===== src/sv/lcsie_pkg.sv =====
// Shared types and constants for the LED chain shadow image engine.
// No dependencies; imported by the byte unit and the top level.
package lcsie_pkg;

    localparam int MAX_REGISTERS = 8;
    localparam int FRAME_LIMIT   = 8;
    localparam int IDX_W         = $clog2(MAX_REGISTERS);
    localparam int LEN_W         = 4;
    localparam int OP_W          = 5;
    localparam int POS_W         = 6;
    localparam int CFG_IDX_W     = 2;
    localparam int CFG_DATA_W    = 4;

    // Lengths in use are capped by the image depth and the frame limit
    localparam int USED_MAX = (MAX_REGISTERS < FRAME_LIMIT) ? MAX_REGISTERS : FRAME_LIMIT;

    // Operation codes
    localparam logic [OP_W-1:0] OP_CLR_REG            = 5'd0;
    localparam logic [OP_W-1:0] OP_CLR_ALL            = 5'd1;
    localparam logic [OP_W-1:0] OP_FILL_REG           = 5'd2;
    localparam logic [OP_W-1:0] OP_FILL_ALL           = 5'd3;
    localparam logic [OP_W-1:0] OP_SET_REG            = 5'd4;
    localparam logic [OP_W-1:0] OP_SET_REG_ONLY       = 5'd5;
    localparam logic [OP_W-1:0] OP_SET_CHAIN          = 5'd6;
    localparam logic [OP_W-1:0] OP_SET_CHAIN_ONLY     = 5'd7;
    localparam logic [OP_W-1:0] OP_SET_EACH           = 5'd8;
    localparam logic [OP_W-1:0] OP_SET_EACH_ONLY      = 5'd9;
    localparam logic [OP_W-1:0] OP_CLRB_REG           = 5'd10;
    localparam logic [OP_W-1:0] OP_CLRB_REG_ONLY      = 5'd11;
    localparam logic [OP_W-1:0] OP_CLRB_CHAIN         = 5'd12;
    localparam logic [OP_W-1:0] OP_CLRB_CHAIN_ONLY    = 5'd13;
    localparam logic [OP_W-1:0] OP_CLRB_EACH          = 5'd14;
    localparam logic [OP_W-1:0] OP_CLRB_EACH_ONLY     = 5'd15;
    localparam logic [OP_W-1:0] OP_SHL_REG            = 5'd16;
    localparam logic [OP_W-1:0] OP_SHL_CHAIN          = 5'd17;
    localparam logic [OP_W-1:0] OP_SHL_EACH           = 5'd18;
    localparam logic [OP_W-1:0] OP_SHR_REG            = 5'd19;
    localparam logic [OP_W-1:0] OP_SHR_CHAIN          = 5'd20;
    localparam logic [OP_W-1:0] OP_SHR_EACH           = 5'd21;
    localparam logic [OP_W-1:0] OP_INV_REG            = 5'd22;
    localparam logic [OP_W-1:0] OP_INV_ALL            = 5'd23;
    localparam logic [OP_W-1:0] OP_UPDATE             = 5'd24;

    // Configuration register indexes
    localparam logic [CFG_IDX_W-1:0] CFG_CHAIN_LENGTH  = 2'd0;
    localparam logic [CFG_IDX_W-1:0] CFG_FRAME_ON_EDIT = 2'd1;

    localparam logic [LEN_W-1:0] CHAIN_LENGTH_RST  = 4'd8;
    localparam logic             FRAME_ON_EDIT_RST = 1'b1;

    // Control handed to the shared byte unit on every sweep step
    typedef struct packed {
        logic [OP_W-1:0] op;
        logic            hit_reg;
        logic            hit_chain;
        logic [7:0]      mask;
        logic            circ;
        logic            carry_in;
    } t_unit_ctrl;

endpackage


===== src/sv/lcsie_byte_unit.sv =====
// Shared byte unit: applies one image operation to one byte per cycle.
// Depends on lcsie_pkg.
module lcsie_byte_unit
    import lcsie_pkg::*;
(
    input  t_unit_ctrl i_ctrl,
    input  logic [7:0] i_byte,
    output logic [7:0] o_byte,
    output logic       o_carry
);

    logic [7:0] rot_l;
    logic [7:0] rot_r;

    // Rotate or shift by one within the byte
    assign rot_l = {i_byte[6:0], i_ctrl.circ & i_byte[7]};
    assign rot_r = {i_ctrl.circ & i_byte[0], i_byte[7:1]};

    always_comb begin
        o_byte  = i_byte;
        o_carry = 1'b0;
        case (i_ctrl.op)
            OP_CLR_REG:         if (i_ctrl.hit_reg) o_byte = 8'h00;
            OP_CLR_ALL:         o_byte = 8'h00;
            OP_FILL_REG:        if (i_ctrl.hit_reg) o_byte = 8'hFF;
            OP_FILL_ALL:        o_byte = 8'hFF;
            OP_SET_REG:         if (i_ctrl.hit_reg) o_byte = i_byte | i_ctrl.mask;
            OP_SET_REG_ONLY:    if (i_ctrl.hit_reg) o_byte = i_ctrl.mask;
            OP_SET_CHAIN:       if (i_ctrl.hit_chain) o_byte = i_byte | i_ctrl.mask;
            OP_SET_CHAIN_ONLY:  o_byte = i_ctrl.hit_chain ? i_ctrl.mask : 8'h00;
            OP_SET_EACH:        o_byte = i_byte | i_ctrl.mask;
            OP_SET_EACH_ONLY:   o_byte = i_ctrl.mask;
            OP_CLRB_REG:        if (i_ctrl.hit_reg) o_byte = i_byte & ~i_ctrl.mask;
            OP_CLRB_REG_ONLY:   if (i_ctrl.hit_reg) o_byte = ~i_ctrl.mask;
            OP_CLRB_CHAIN:      if (i_ctrl.hit_chain) o_byte = i_byte & ~i_ctrl.mask;
            OP_CLRB_CHAIN_ONLY: o_byte = i_ctrl.hit_chain ? ~i_ctrl.mask : 8'hFF;
            OP_CLRB_EACH:       o_byte = i_byte & ~i_ctrl.mask;
            OP_CLRB_EACH_ONLY:  o_byte = ~i_ctrl.mask;
            OP_SHL_REG:         if (i_ctrl.hit_reg) o_byte = rot_l;
            OP_SHL_CHAIN: begin
                o_byte  = {i_byte[6:0], i_ctrl.carry_in};
                o_carry = i_byte[7];
            end
            OP_SHL_EACH:        o_byte = rot_l;
            OP_SHR_REG:         if (i_ctrl.hit_reg) o_byte = rot_r;
            OP_SHR_CHAIN: begin
                o_byte  = {i_ctrl.carry_in, i_byte[7:1]};
                o_carry = i_byte[0];
            end
            OP_SHR_EACH:        o_byte = rot_r;
            OP_INV_REG:         if (i_ctrl.hit_reg) o_byte = ~i_byte;
            OP_INV_ALL:         o_byte = ~i_byte;
            default:            o_byte = i_byte;
        endcase
    end

endmodule


===== src/sv/led_chain_shadow_image_engine.sv =====
// Top level of the LED chain shadow image engine; uses lcsie_pkg and lcsie_byte_unit.
// Sequence: after accept, ST_PREP for chain shifts, then a sweep over the L bytes in use (none
// for update or a rejected op), then any frame beats back to back; L = chain length in use.
// A new op is accepted only when idle, once the previous one is done; sweep and frame are serialised
// by the single image read port and the shared byte unit, one byte per cycle.
// Reset (synchronous, active low): image zero, length 8, frame-on-edit 1; no receiver stall.
module led_chain_shadow_image_engine
    import lcsie_pkg::*;
(
    input  logic                  i_clk,
    input  logic                  i_rst_n,
    input  logic                  start,
    output logic                  busy,
    input  logic [OP_W-1:0]       i_op,
    input  logic [IDX_W-1:0]      i_reg_index,
    input  logic [POS_W-1:0]      i_bit_position,
    input  logic                  i_circular,
    input  logic                  i_cfg_valid,
    output logic                  o_cfg_ready,
    input  logic [CFG_IDX_W-1:0]  i_cfg_index,
    input  logic [CFG_DATA_W-1:0] i_cfg_data,
    output logic                  o_strobe,
    output logic                  o_frame_valid,
    output logic [7:0]            o_frame_byte,
    output logic                  o_last,
    output logic                  o_ok
);

    typedef enum logic [1:0] {
        ST_IDLE,
        ST_PREP,
        ST_SWEEP,
        ST_EMIT
    } t_state;

    t_state               r_state;
    logic [LEN_W-1:0]     r_chain_length;
    logic                 r_frame_on_edit;
    logic [7:0]           r_image [MAX_REGISTERS];
    logic [OP_W-1:0]      r_op;
    logic [IDX_W-1:0]     r_ri;
    logic [POS_W-1:0]     r_pos;
    logic                 r_circ;
    logic                 r_ok;
    logic                 r_emit;
    logic [IDX_W-1:0]     r_top;
    logic [IDX_W-1:0]     r_idx;
    logic                 r_carry;
    logic                 r_strobe;
    logic                 r_frame_valid;
    logic [7:0]           r_frame_byte;
    logic                 r_last;
    logic                 r_ok_out;

    logic [IDX_W-1:0]     used_top;
    logic [LEN_W-1:0]     used_len;
    logic                 accept;
    logic                 reg_ok;
    logic                 bit_ok;
    logic                 chain_ok;
    logic                 dec_ok;
    logic                 dec_emit;
    logic                 dec_sweep;
    logic                 dec_chain;
    logic [7:0]           rd_byte;
    t_unit_ctrl           unit_ctrl;
    logic [7:0]           unit_byte;
    logic                 unit_carry;
    logic                 sweep_down;
    logic                 sweep_end;

    assign accept      = start && (r_state == ST_IDLE);
    assign busy        = (r_state != ST_IDLE);
    assign o_cfg_ready = 1'b1;

    // Length in use: 0 acts as 1, anything above the cap acts as the cap
    always_comb begin
        if (r_chain_length == '0) begin
            used_top = '0;
        end else if (r_chain_length > LEN_W'(USED_MAX)) begin
            used_top = IDX_W'(USED_MAX - 1);
        end else begin
            used_top = IDX_W'(r_chain_length - LEN_W'(1));
        end
    end
    assign used_len = LEN_W'(used_top) + LEN_W'(1);

    // Index checks
    assign reg_ok   = LEN_W'(i_reg_index) < used_len;
    assign bit_ok   = (i_bit_position[POS_W-1:3] == '0);
    assign chain_ok = LEN_W'(i_bit_position[POS_W-1:3]) < used_len;

    // Operation decode at accept
    always_comb begin
        dec_ok    = 1'b0;
        dec_emit  = r_frame_on_edit;
        dec_chain = 1'b0;
        case (i_op)
            OP_CLR_REG, OP_FILL_REG, OP_SHL_REG, OP_SHR_REG, OP_INV_REG:
                dec_ok = reg_ok;
            OP_CLR_ALL, OP_FILL_ALL, OP_SHL_EACH, OP_SHR_EACH, OP_INV_ALL:
                dec_ok = 1'b1;
            OP_SHL_CHAIN, OP_SHR_CHAIN: begin
                dec_ok    = 1'b1;
                dec_chain = 1'b1;
            end
            OP_SET_REG, OP_SET_REG_ONLY, OP_CLRB_REG, OP_CLRB_REG_ONLY:
                dec_ok = reg_ok && bit_ok;
            OP_SET_CHAIN, OP_SET_CHAIN_ONLY, OP_CLRB_CHAIN, OP_CLRB_CHAIN_ONLY:
                dec_ok = chain_ok;
            OP_SET_EACH, OP_SET_EACH_ONLY, OP_CLRB_EACH, OP_CLRB_EACH_ONLY:
                dec_ok = bit_ok;
            OP_UPDATE: begin
                dec_ok   = 1'b1;
                dec_emit = 1'b1;
            end
            default: begin
                dec_ok   = 1'b0;
                dec_emit = 1'b0;
            end
        endcase
    end
    assign dec_sweep = dec_ok && (i_op != OP_UPDATE);

    // Single image read port, addressed by the sequencer index
    assign rd_byte = r_image[r_idx];

    assign unit_ctrl.op        = r_op;
    assign unit_ctrl.hit_reg   = (r_idx == r_ri);
    assign unit_ctrl.hit_chain = (r_idx == r_pos[POS_W-1:3]);
    assign unit_ctrl.mask      = 8'h01 << r_pos[2:0];
    assign unit_ctrl.circ      = r_circ;
    assign unit_ctrl.carry_in  = r_carry;

    lcsie_byte_unit u_unit (
        .i_ctrl  (unit_ctrl),
        .i_byte  (rd_byte),
        .o_byte  (unit_byte),
        .o_carry (unit_carry)
    );

    // Chain right shift walks from the top byte down, all else upwards
    assign sweep_down = (r_op == OP_SHR_CHAIN);
    assign sweep_end  = sweep_down ? (r_idx == '0) : (r_idx == r_top);

    // Configuration registers
    always_ff @(posedge i_clk) begin
        if (!i_rst_n) begin
            r_chain_length  <= CHAIN_LENGTH_RST;
            r_frame_on_edit <= FRAME_ON_EDIT_RST;
        end else if (i_cfg_valid) begin
            case (i_cfg_index)
                CFG_CHAIN_LENGTH:  r_chain_length  <= i_cfg_data;
                CFG_FRAME_ON_EDIT: r_frame_on_edit <= i_cfg_data[0];
                default: ;
            endcase
        end
    end

    // Sequencer, image and result registers
    always_ff @(posedge i_clk) begin
        if (!i_rst_n) begin
            r_state  <= ST_IDLE;
            r_strobe <= 1'b0;
            r_idx    <= '0;
            for (int i = 0; i < MAX_REGISTERS; i++) begin
                r_image[i] <= 8'h00;
            end
        end else begin
            r_strobe <= 1'b0;
            case (r_state)
                ST_IDLE: begin
                    if (accept) begin
                        r_op   <= i_op;
                        r_ri   <= i_reg_index;
                        r_pos  <= i_bit_position;
                        r_circ <= i_circular;
                        r_ok   <= dec_ok;
                        r_emit <= dec_emit;
                        r_top  <= used_top;
                        if (dec_sweep && dec_chain) begin
                            // read the byte whose end bit wraps round
                            r_idx   <= (i_op == OP_SHL_CHAIN) ? used_top : '0;
                            r_state <= ST_PREP;
                        end else if (dec_sweep) begin
                            r_idx   <= '0;
                            r_state <= ST_SWEEP;
                        end else if (dec_emit) begin
                            r_idx   <= used_top;
                            r_state <= ST_EMIT;
                        end else begin
                            r_strobe      <= 1'b1;
                            r_frame_valid <= 1'b0;
                            r_frame_byte  <= 8'h00;
                            r_last        <= 1'b1;
                            r_ok_out      <= dec_ok;
                        end
                    end
                end
                ST_PREP: begin
                    if (r_op == OP_SHL_CHAIN) begin
                        r_carry <= r_circ & rd_byte[7];
                        r_idx   <= '0;
                    end else begin
                        r_carry <= r_circ & rd_byte[0];
                        r_idx   <= r_top;
                    end
                    r_state <= ST_SWEEP;
                end
                ST_SWEEP: begin
                    r_image[r_idx] <= unit_byte;
                    r_carry        <= unit_carry;
                    if (sweep_end) begin
                        if (r_emit) begin
                            r_idx   <= r_top;
                            r_state <= ST_EMIT;
                        end else begin
                            r_strobe      <= 1'b1;
                            r_frame_valid <= 1'b0;
                            r_frame_byte  <= 8'h00;
                            r_last        <= 1'b1;
                            r_ok_out      <= r_ok;
                            r_state       <= ST_IDLE;
                        end
                    end else if (sweep_down) begin
                        r_idx <= r_idx - IDX_W'(1);
                    end else begin
                        r_idx <= r_idx + IDX_W'(1);
                    end
                end
                ST_EMIT: begin
                    // highest byte first, one beat per cycle
                    r_strobe      <= 1'b1;
                    r_frame_valid <= 1'b1;
                    r_frame_byte  <= rd_byte;
                    r_last        <= (r_idx == '0);
                    r_ok_out      <= r_ok;
                    if (r_idx == '0) begin
                        r_state <= ST_IDLE;
                    end else begin
                        r_idx <= r_idx - IDX_W'(1);
                    end
                end
                default: r_state <= ST_IDLE;
            endcase
        end
    end

    assign o_strobe      = r_strobe;
    assign o_frame_valid = r_frame_valid;
    assign o_frame_byte  = r_frame_byte;
    assign o_last        = r_last;
    assign o_ok          = r_ok_out;

endmodule


===== config.mk =====
export PLATFORM = sky130hd
export DESIGN_NAME = led_chain_shadow_image_engine
export DESIGN_NICKNAME = d
export VERILOG_FILES = /design/src/sv/lcsie_pkg.sv /design/src/sv/lcsie_byte_unit.sv /design/src/sv/led_chain_shadow_image_engine.sv
export SDC_FILE = /design/constraint.sdc
export NUM_CORES = 1
export LEC_CHECK = 0
export ABC_CLOCK_PERIOD_IN_PS = 4900
export BUFFER_PORTS_ARGS = -buffer_cell sky130_fd_sc_hd__buf_4
export CORE_MARGIN = 2
export CORE_UTILIZATION = 40
export CTS_CLUSTER_DIAMETER = 80
export CTS_CLUSTER_SIZE = 28
export DETAILED_ROUTE_END_ITERATION = 16
export SLEW_MARGIN = 30
export SYNTH_ARGS = -nofsm -noshare
export SYNTH_HDL_FRONTEND = slang
export SYNTH_SLANG_ARGS = --single-unit

===== constraint.sdc =====
create_clock -name i_clk -period 4.9 [get_ports i_clk]
set_input_delay 0.49 -clock i_clk [delete_from_list [all_inputs] [get_ports i_clk]]
set_output_delay 0.49 -clock i_clk [all_outputs]
set_load 0.05 [all_outputs]

==> flow_summary.yaml <==
grt:
  via_count_of_the_first_global_routing_pass: 5750
  globalRouteMet3Util_pct: 4.92
  grt_start_max_net_pins: 23
  grtUsageMet1_pct: 28.5
  grt-busiest-layer: "met2"
  grt_first_pass_wirelength_mm: 32.7
  total_global_route_track_usage_pct: 21.8
  met2_usage_pct: 35.0
  antenna_found_initial: 0
  grt_overflow: 0
placed_design:
  globalplace.congestion: 0.965
  placedCellCount: 937
  dp_hpwl_mm: 15.0
  port_buffers: 37
route:
  drt_iter0_markers: 758
  wire_per_inst_microns: 21.7
  route.detailed.drc: 0
  routed_via_density: 6.19
  detail-route-antenna-nets: 0
  vias: 5900
  detailedRoute.firstPassIterationCount: 5
  finalWirelength_mm: 20.7
sta:
  finalSetupTns_ns: 0
  final_slew_violations: 0
  period_minus_slack_ns: 3.78
  timing.slew.headroom_pct: 34.6
  setup_repair_after_global_routing_missed_its_margin: "no"
  hold_violations: 0
  final-setup-viol-count: 0
  fin_skew_ns: 0.00975
  clock.fmax_ghz: 0.265
  final_min_period_over_clock_period_pct: 77.1
  worst-slew-pin-transition_ns: 0.973
clock_network:
  tritoncts.num_buffers: 9
  cts.htree.levels: 3
  cts_tree: "done"
  cts.sinks: 110
  post_cts_hold_buffer_count: 0
  clock_root_buffer: "clkbuf_16"
  clk_latency_ns: 0.36
  cts_max_path_buffers: 2
  cts.reportedPaths.clkPinSlew_ns: 0.07
  count_of_cells_resized_by_post_cts_repair: 0
  post_cts.repair.setup_buffers: 0
synth:
  synthSimpleGateAreaFrac_pct: 17.7
  synth_fp_nets: 748
  synth_sequential_area_ratio_pct: 44.0
  synth_top_cells_by_count: "nor2_1 (104), edfxtp_1 (96), nand2_1 (62)"
  postSynthAreaPerCell_sq_um: 10.3
  ys.warnings.count: 0
  synth_edf_count: 96
  adder_cell_share_of_the_synthesized_area_pct: 5.12
  muxShareOfSynthArea_pct: 10.3
  yosys.area_share.xor_xnor_pct: 1.83
  synthArstFlopShare_pct: 0
  synth_cell_type_count: 81
  synth_area_leader_cell: "edfxtp_1"
  post_synth_instance_area_sq_um: 7190
  synthMostInstantiatedCell: "nor2_1"
  netlist_top_cells_area: "edfxtp_1 (40%), mux4_1 (6.6%), nor2_1 (5.4%)"
  synth_compound_gate_area_share_pct: 15.6
  synth-seq-cells: 110
  syn_inst_count: 696
  synth_top_family_by_area: "simple AND/OR/NAND/NOR gates"
  dominantRegCellSynth: "edfxtp_1"
  netlist.area_leader.share_pct: 40.1
worst_setup_path:
  worstSetupPathType: "flop to flop"
  crit_fanout: 11
  critPathArrivalTime_ns: 3.84
  endpoint_kind: "flop"
  setup.worst_path.start_class: "flop"
  crit_required_ns: 4.96
layout:
  n_antenna_cell: 0
  final.fill_count: 1659
  post_layout_nonfiller_instances: 953
  fin_util_pct: 44.4
  post_route_cells_drive_above_1_share_pct: 13.5
  flow.area_growth_from_synthesis_pct: 9.83
  finish.net_count: 771
run:
  cap_viol_max_count: 0
outcome:
  outcome: "finished, final reports clean"
die:
  die_h_microns: 138
  floorplan.die_area_sq_um: 19100
  core_region_area_sq_um: 17800
  start_util_pct: 40.4
  die_width_microns: 138
  num_io_pins: 39
  rows: 49
min_path:
  hp-class: "input port to flop"
pwr:
  max-vdd-ir-drop_uv: 189
  powerDensity_nw_per_um2: 509
  p_leak_nw: 2.88
  power.total_mw: 4.02
[cells in the final DEF, fill, tap and decap left out, types with 6 or more instances in the layout]
cell type / synthesis / routed
xor2_1: 7 / 7
dfxtp_1: 14 / 14
nor3_1: 13 / 13
a221oi_1: 10 / 10
nand2_1: 62 / 62
o211ai_1: 10 / 10
o221ai_1: 6 / 6
nand2_2: 6 / 6
a22oi_1: 7 / 7
a21oi_1: 35 / 35
mux2i_1: 14 / 14
nor3b_1: 8 / 8
o21ai_0: 42 / 42
ha_1: 27 / 27
buf_4: 2 / 52
nor2_1: 104 / 104
nor2b_1: 10 / 10
nand2b_1: 8 / 8
xnor2_1: 8 / 8
mux4_1: 18 / 18
clkbuf_16: 0 / 9
inv_1: 29 / 29
nand3_1: 15 / 15
edfxtp_1: 96 / 96
[where the power goes]
part,switching [mW],internal [mW],leakage [nW]
Clock,0.361,0.362,0.144
Combinational,1.26,0.737,1.67
Sequential,0.141,1.16,1.07
[metrics by stage]
stage	setup WS (ns)	area (sq um)	hold WS, ns
final	1.12	7900	0.308
after global routing	0.815	7900	0.285
after CTS	1.12	7900	0.290
after detailed placement	1.15	7600	0.475
after global placement	1.27	7600	0.472
after floorplan	1.01	7190	0.445
[critical path: stages (launching register included)]
cell	delay, ns
dfxtp_1	0.32
inv_1	0.12
ha_1	0.18
nand2b_1	0.12
maj3_1	0.43
ha_1	0.30
inv_1	0.06
ha_1	0.30
o211ai_1	0.09
and3b_1	0.19
maj3_1	0.34
o2111ai_1	0.20
and3_1	0.33
nand3_1	0.11
a21oi_1	0.17
buf_4	0.22
[metal layers]
layer / vias to the layer above / share of wire, %
met5: - / 0
met4: 0 / 3.5
li1: 2659 / -
met1: 2871 / 41
met2: 300 / 47
met3: 70 / 7.5
[sequential cells by signal, indices dropped and copies added, names as in the netlist, named ones only]
name	cells
o_frame_byte	8
o_frame_valid	1
o_last	1
o_ok	1
o_strobe	1
r_carry	1
r_chain_length	4
r_circ	1
r_emit	1
r_frame_on_edit	1
r_idx	3
r_image	64
r_ok	1
r_op	5
r_pos	6
r_ri	3
r_state	2
r_top	3
[cells by family after synthesis]
kind of cell,count (synthesis)
buf+inv,73
mux,40
fa+ha+maj,30
flops,110
other cells,1
xor+xnor,15
simple gates,265
compound gates,162
[worst paths after layout]
| kind | startpoint | to | slack (ns) | cells past startpoint |
|---|---|---|---|---|
| hold reg to reg | r_frame_on_edit$_SDFFE_PN1P_ | r_frame_on_edit$_SDFFE_PN1P_ | 0.49 | 2 |
| hold / removal | i_bit_position[0] | r_pos[0]$_DFFE_PP_ | 0.31 | 1 |
| setup reg to reg | r_chain_length[0]$_SDFFE_PN0P_ | o_frame_byte[5]$_SDFFCE_PN0P_ | 1.12 | 15 |
| setup / recovery | r_chain_length[0]$_SDFFE_PN0P_ | o_frame_byte[5]$_SDFFCE_PN0P_ | 1.12 | 15 |
[layout make-up]
cell class,count,area (sq um),area share (%)
Clock buffer,9,225,2.85
Clock inverter,7,72.6,0.919
Inverter,33,124,1.57
Multi-Input combinational cell,513,3640,46.0
Sequential cell,110,3160,40.1
Tap cell,229,287,3.63
Timing Repair Buffer,52,390,4.94
(Power assumes the default switching activity.)
